[src/design/pic_pkg.sv]
`timescale 1ns / 1ps
// shared constants, command codes and control structs of the priority interrupt controller
// used by pic_ctrl, pic_datapath and priority_interrupt_controller_top
package pic_pkg;

	localparam int NUM_SOURCES = 64;
	localparam int NUM_IPIS    = 4;
	localparam int SRC_W       = (NUM_SOURCES > 1) ? $clog2(NUM_SOURCES) : 1;
	localparam int IPI_W       = (NUM_IPIS > 1) ? $clog2(NUM_IPIS) : 1;
	localparam int SCAN_LANES  = 8;
	localparam int SCAN_CHUNKS = (NUM_SOURCES + SCAN_LANES - 1) / SCAN_LANES;
	localparam int CNT_W       = $clog2(SCAN_CHUNKS + 1);

	localparam logic [31:0] VP_MASK     = 32'h8000_0000;
	localparam logic [31:0] VP_ACTIVITY = 32'h4000_0000;
	localparam int          MASK_BIT    = 31;
	localparam int          SENSE_BIT   = 22;
	localparam int          PRI_LSB     = 16;
	localparam logic [7:0]  SPUR_RESET  = 8'hFF;

	typedef enum logic [3:0] {
		CMD_LINE       = 4'd0,
		CMD_WR_VP      = 4'd1,
		CMD_WR_DEST    = 4'd2,
		CMD_RD_VP      = 4'd3,
		CMD_RD_DEST    = 4'd4,
		CMD_WR_TASK    = 4'd5,
		CMD_RD_TASK    = 4'd6,
		CMD_INTACK     = 4'd7,
		CMD_EOI        = 4'd8,
		CMD_IPI_RAISE  = 4'd9,
		CMD_WR_IPI     = 4'd10,
		CMD_RD_IPI     = 4'd11,
		CMD_SOFT_RESET = 4'd12
	} cmd_t;

	typedef struct packed {
		logic load;
		logic scan_clr;
		logic scan_step;
		logic scan_serv;
		logic rd_issue;
		logic apply;
		logic out_load;
	} ctl_t;

	typedef struct packed {
		logic scan_last;
	} stat_t;

endpackage

[src/design/pic_ctrl.sv]
`timescale 1ns / 1ps
// controller: sequences scan, ram read, update and result hand-off for one word
// depends on pic_pkg
module pic_ctrl (
	input  logic           clk,
	input  logic           arst_n,
	input  logic           in_valid,
	output logic           in_stall,
	input  logic [3:0]     command,
	output logic           out_valid,
	input  logic           out_stall,
	input  pic_pkg::stat_t stat,
	output pic_pkg::ctl_t  ctl
);

	typedef enum logic [2:0] {
		S_IDLE, S_SCAN_A, S_RD, S_APPLY, S_SCAN_B, S_DONE
	} state_t;

	state_t state_q;
	logic   serv_q;
	logic   out_free;

	assign in_stall = (state_q != S_IDLE);
	assign out_free = !out_valid || !out_stall;

	always_comb begin
		ctl           = '0;
		ctl.scan_serv = serv_q;
		case (state_q)
			S_IDLE: begin
				ctl.load     = in_valid;
				ctl.scan_clr = in_valid;
			end
			S_SCAN_A: begin
				ctl.scan_step = 1'b1;
			end
			S_RD: begin
				ctl.rd_issue = 1'b1;
			end
			S_APPLY: begin
				ctl.apply    = 1'b1;
				ctl.scan_clr = 1'b1;
			end
			S_SCAN_B: begin
				ctl.scan_step = 1'b1;
				ctl.scan_serv = 1'b0;
			end
			S_DONE: begin
				ctl.out_load = out_free;
			end
			default: begin
			end
		endcase
	end

	always_ff @(posedge clk or negedge arst_n) begin
		if (!arst_n) begin
			state_q   <= S_IDLE;
			serv_q    <= 1'b0;
			out_valid <= 1'b0;
		end else begin
			if (ctl.out_load) begin
				out_valid <= 1'b1;
			end else if (!out_stall) begin
				out_valid <= 1'b0;
			end
			case (state_q)
				S_IDLE: begin
					if (in_valid) begin
						serv_q <= (pic_pkg::cmd_t'(command) == pic_pkg::CMD_EOI);
						if ((pic_pkg::cmd_t'(command) == pic_pkg::CMD_INTACK)
							|| (pic_pkg::cmd_t'(command) == pic_pkg::CMD_EOI)) begin
							state_q <= S_SCAN_A;
						end else begin
							state_q <= S_RD;
						end
					end
				end
				S_SCAN_A: begin
					if (stat.scan_last) begin
						state_q <= S_RD;
					end
				end
				S_RD: begin
					state_q <= S_APPLY;
				end
				S_APPLY: begin
					state_q <= S_SCAN_B;
				end
				S_SCAN_B: begin
					if (stat.scan_last) begin
						state_q <= S_DONE;
					end
				end
				S_DONE: begin
					if (out_free) begin
						state_q <= S_IDLE;
					end
				end
				default: begin
					state_q <= S_IDLE;
				end
			endcase
		end
	end

endmodule

[config.mk]
export PLATFORM = sky130hd
export DESIGN_NAME = pic_ctrl
export DESIGN_NICKNAME = d
export VERILOG_FILES = /design/src/design/pic_pkg.sv /design/src/design/pic_ctrl.sv
export SDC_FILE = /design/constraint.sdc
export NUM_CORES = 1
export LEC_CHECK = 0
export ABC_AREA = 1
export BUFFER_PORTS_ARGS = -buffer_cell sky130_fd_sc_hd__buf_2
export CAP_MARGIN = 20
export CORE_AREA = 2 2 39 41
export DETAILED_ROUTE_END_ITERATION = 8
export DIE_AREA = 0 0 41 43
export SLEW_MARGIN = 5
export SYNTH_ARGS = -nofsm -noshare
export SYNTH_HDL_FRONTEND = slang
export SYNTH_SLANG_ARGS = --single-unit
[constraint.sdc]
create_clock -name clk -period 1.5 [get_ports clk]
set_clock_uncertainty 0.1 [all_clocks]
set_input_delay 0.3 -clock clk [delete_from_list [all_inputs] [get_ports clk]]
set_output_delay 0.3 -clock clk [all_outputs]
set_load 0.02 [all_outputs]
==> tab_implementation.tex <==
\begin{tabular}{lr}
\hline
Metric & Value \\
\hline
\multicolumn{2}{l}{\textbf{Outcome}} \\
\quad Run status & finished, violations left \\
\quad Violated checks & setup timing \\
\multicolumn{2}{l}{\textbf{Clock network}} \\
\quad Register clock-pin slew on the reported worst setup and hold paths & 50 ps \\
\quad CTS Buf Count & 3 \\
\quad CTS tree & done \\
\quad Count of clock tree sinks & 5 \\
\quad Number of H-tree levels & 1 \\
\quad Clock Tree Buf Depth & 2 \\
\quad Clock Latency Late Sink & 240 ps \\
\quad CTS Root Buffer Type & clkbuf\_4 \\
\multicolumn{2}{l}{\textbf{Detailed routing}} \\
\quad Initial DRC Count & 17 \\
\quad DRC violation count after routing & 0 \\
\quad Detail-routed net length per standard cell & 10.2 um \\
\quad WL final & 1.16 mm \\
\quad Routed via count & 504 \\
\quad Antenna violation net count after detailed routing & 0 \\
\quad DR pass1 iterations & 4 \\
\quad Post-detailed-route via-to-cell ratio & 4.42 \\
\multicolumn{2}{l}{\textbf{Global routing}} \\
\quad GR Util All Layers & 14.1\% \\
\quad Pin count of the biggest net entering global routing & 7 \\
\quad Antenna violations before repair & 0 \\
\quad Global route total overflow & 0 \\
\quad Via count of the first global-routing pass & 428 \\
\quad Wire length of the first global-routing pass & 1.68 mm \\
\multicolumn{2}{l}{\textbf{STA}} \\
\quad Worst Tran Pin Value & 239 ps \\
\quad Number of setup violations in the final report & 8 \\
\quad Final count of hold timing violations & 0 \\
\quad Post-route fraction of the period consumed by the critical path & 105\% \\
\quad Remaining max-slew budget at the tightest pin & 84.0\% \\
\quad Final Hold Slack & 223 ps \\
\quad Final worst slack & -80.7 ps \\
\quad Setup Total Neg Slack & -456 ps \\
\quad Maximum clock rate & 633 MHz \\
\quad Period minus WS final & 1580 ps \\
\quad Unrepaired setup endpoints after global routing & yes \\
\quad Total count of max-transition violations in the final report & 0 \\
\multicolumn{2}{l}{\textbf{Synth}} \\
\quad Sequential element share of the synthesized area & 32.6\% \\
\quad Number of synthesis warnings & 0 \\
\quad Cells after synthesis & 67 \\
\quad Count of cell types in the netlist & 12 \\
\quad Synthesized area & 384 um2 \\
\quad Synth area leaders & dfrtp\_1 (33\%), nand2\_1 (23\%), inv\_1 (13\%), nor2\_1 (11\%), nand3\_1 (7.8\%) \\
\quad Proportion of netlist area held by the largest area contributor & 32.6\% \\
\quad Dominant cell type by area after synthesis & dfrtp\_1 \\
\quad Number of synthesized register bits & 5 \\
\quad Post-synthesis net count & 76 \\
\quad Mean instance size in the synthesized netlist & 5.73 um2 \\
\multicolumn{2}{l}{\textbf{Place}} \\
\quad Global placement routability congestion & 0.781 \\
\quad Port buffer count & 17 \\
\quad Post-DP Area & 504 um2 \\
\quad HPWL after DPL & 753 um \\
\quad Worst slack at placement & 57.0 ps \\
\quad Inst Count DP & 102 \\
\multicolumn{2}{l}{\textbf{Layout}} \\
\quad Final design instance area without fill & 667 um2 \\
\quad Post-synthesis to final-layout area growth & 73.6\% \\
\quad Fraction of layout cells with a size suffix above 1 & 44.9\% \\
\quad Net count reported at finish & 108 \\
\quad Highest-count cells in the layout ignoring fill and taps & nand2\_1 (22), buf\_2 (11), buf\_4 (11) \\
\quad Final design utilization & 48.2\% \\
\quad Final instance count without filler cells & 114 \\
\quad Antenna cell count & 0 \\
\quad Most frequent standard cell in the layout excluding fill and tap cells & nand2\_1 \\
\multicolumn{2}{l}{\textbf{Worst setup path}} \\
\quad Cell chain of the critical path & inv\_1 -> nor2\_4 -> nand2\_1 -> nand2\_2 -> buf\_6 \\
\quad Type of element capturing the critical path & primary output \\
\quad Data arrival time at the worst-slack endpoint & 1180 ps \\
\quad Critical path required time & 1100 ps \\
\quad Nature of the critical path startpoint & flop \\
\quad CP max stage delay & 430 ps \\
\quad Highest-delay cell along the critical path & dfrtp\_2 \\
\quad Highest fanout seen on the critical path & 6 \\
\quad Critical Setup Path Class & reg -> out \\
\multicolumn{2}{l}{\textbf{Floorplan}} \\
\quad Overall die area & 1760 um2 \\
\quad Chip width & 41 um \\
\quad Number of I/O pins & 18 \\
\quad Starting utilization of the core area & 27.8\% \\
\quad FP Rows & 14 \\
\quad Height of the die & 43 um \\
\quad Core box area & 1380 um2 \\
\multicolumn{2}{l}{\textbf{Job}} \\
\quad Max Cap Violations & 0 \\
\multicolumn{2}{l}{\textbf{Pwr}} \\
\quad Overall power consumption & 1.31 mW \\
\quad Total power divided by cell area & 1970 nW/um2 \\
\quad Worst ir drop on vdd & 901 uV \\
\quad Static Leakage & 0.421 nW \\
\multicolumn{2}{l}{\textbf{Min path}} \\
\quad Hold crit path type & in -> reg \\
\hline
\end{tabular}
==> kinds of logic (layout without fill, tap and decap cells) <==
logic type,after synthesis,in the layout,share of synthesized area [%]
AO/OA/AOI/OAI,2,2,2.60
buffers and inverters,14,45,14.7
flip-flops,5,5,32.6
AND/OR/NAND/NOR,46,46,50.2
==> cell usage after synthesis <==
library cell / number
nand3b_1: 1
nor2_2: 2
o21ai_0: 1
nand3_1: 6
nor3_1: 1
inv_1: 13
nand2_2: 1
dfrtp_1: 5
nor2_1: 11
nand2_1: 24
buf_4: 1
a21oi_1: 1
==> final timing paths <==
| kind | endpoint | start | cells after the start | slack [ps] |
|---|---|---|---|---|
| worst max register to register | state_q[2]$_DFFE_PN0P_ | state_q[0]$_DFFE_PN0P_ | 8 | 110 |
| max in group asynchronous | state_q[0]$_DFFE_PN0P_ | arst_n | 2 | 850 |
| worst max-delay path | ctl[4] | state_q[0]$_DFFE_PN0P_ | 5 | -80 |
| worst min-delay path | out_valid$_DFFE_PN0P_ | out_stall | 3 | 220 |
| worst min register to register | serv_q$_DFFE_PN0P_ | serv_q$_DFFE_PN0P_ | 2 | 400 |
| min in group asynchronous | state_q[2]$_DFFE_PN0P_ | arst_n | 2 | 300 |
==> repair_timing <==
item | 4_1_cts | 5_1_grt
setup buffers | 5 | 2
setup endpoints to repair | 8 | 8
hold buffers | 1 | 0
endpoints found under the hold margin | 5 | 0
pin swaps | 2 | 4
resized for setup | 14 | 11
==> sequential cells by signal (all words and copies together), names as in the netlist <==
name	count
out_valid	1
serv_q	1
state_q	3
==> power by group <==
part	switching, mW	internal (mW)	leakage, nW
clock network	0.0567	0.101	0.0150
registers	0.0716	0.190	0.0621
logic	0.489	0.406	0.344
total	0.617	0.696	0.421
==> final cells by class <==
cell class | count | area (um2)
multi-input cells | 48 | 240
repair buffers | 28 | 204
fillers | 143 | 717
inverters | 13 | 48.8
flip-flops and latches | 5 | 128
clock buffers | 4 | 26.3
well taps | 16 | 20.0
==> per-layer routing <==
| layer | global-route usage [%] | wire [um] |
|---|---|---|
| met4 | 4.00 | 0 |
| met3 | 3.14 | 73 |
| met5 | 0 | 0 |
| met2 | 22.8 | 605 |
| met1 | 17.7 | 481 |
==> worst max-delay path: cells and delay by family (launching register included) <==
kind	cells	cell delay [ps]
AND/OR/NAND/NOR	3	280
flip-flops	1	430
buffers and inverters	2	210
(Power assumes the default switching activity.)
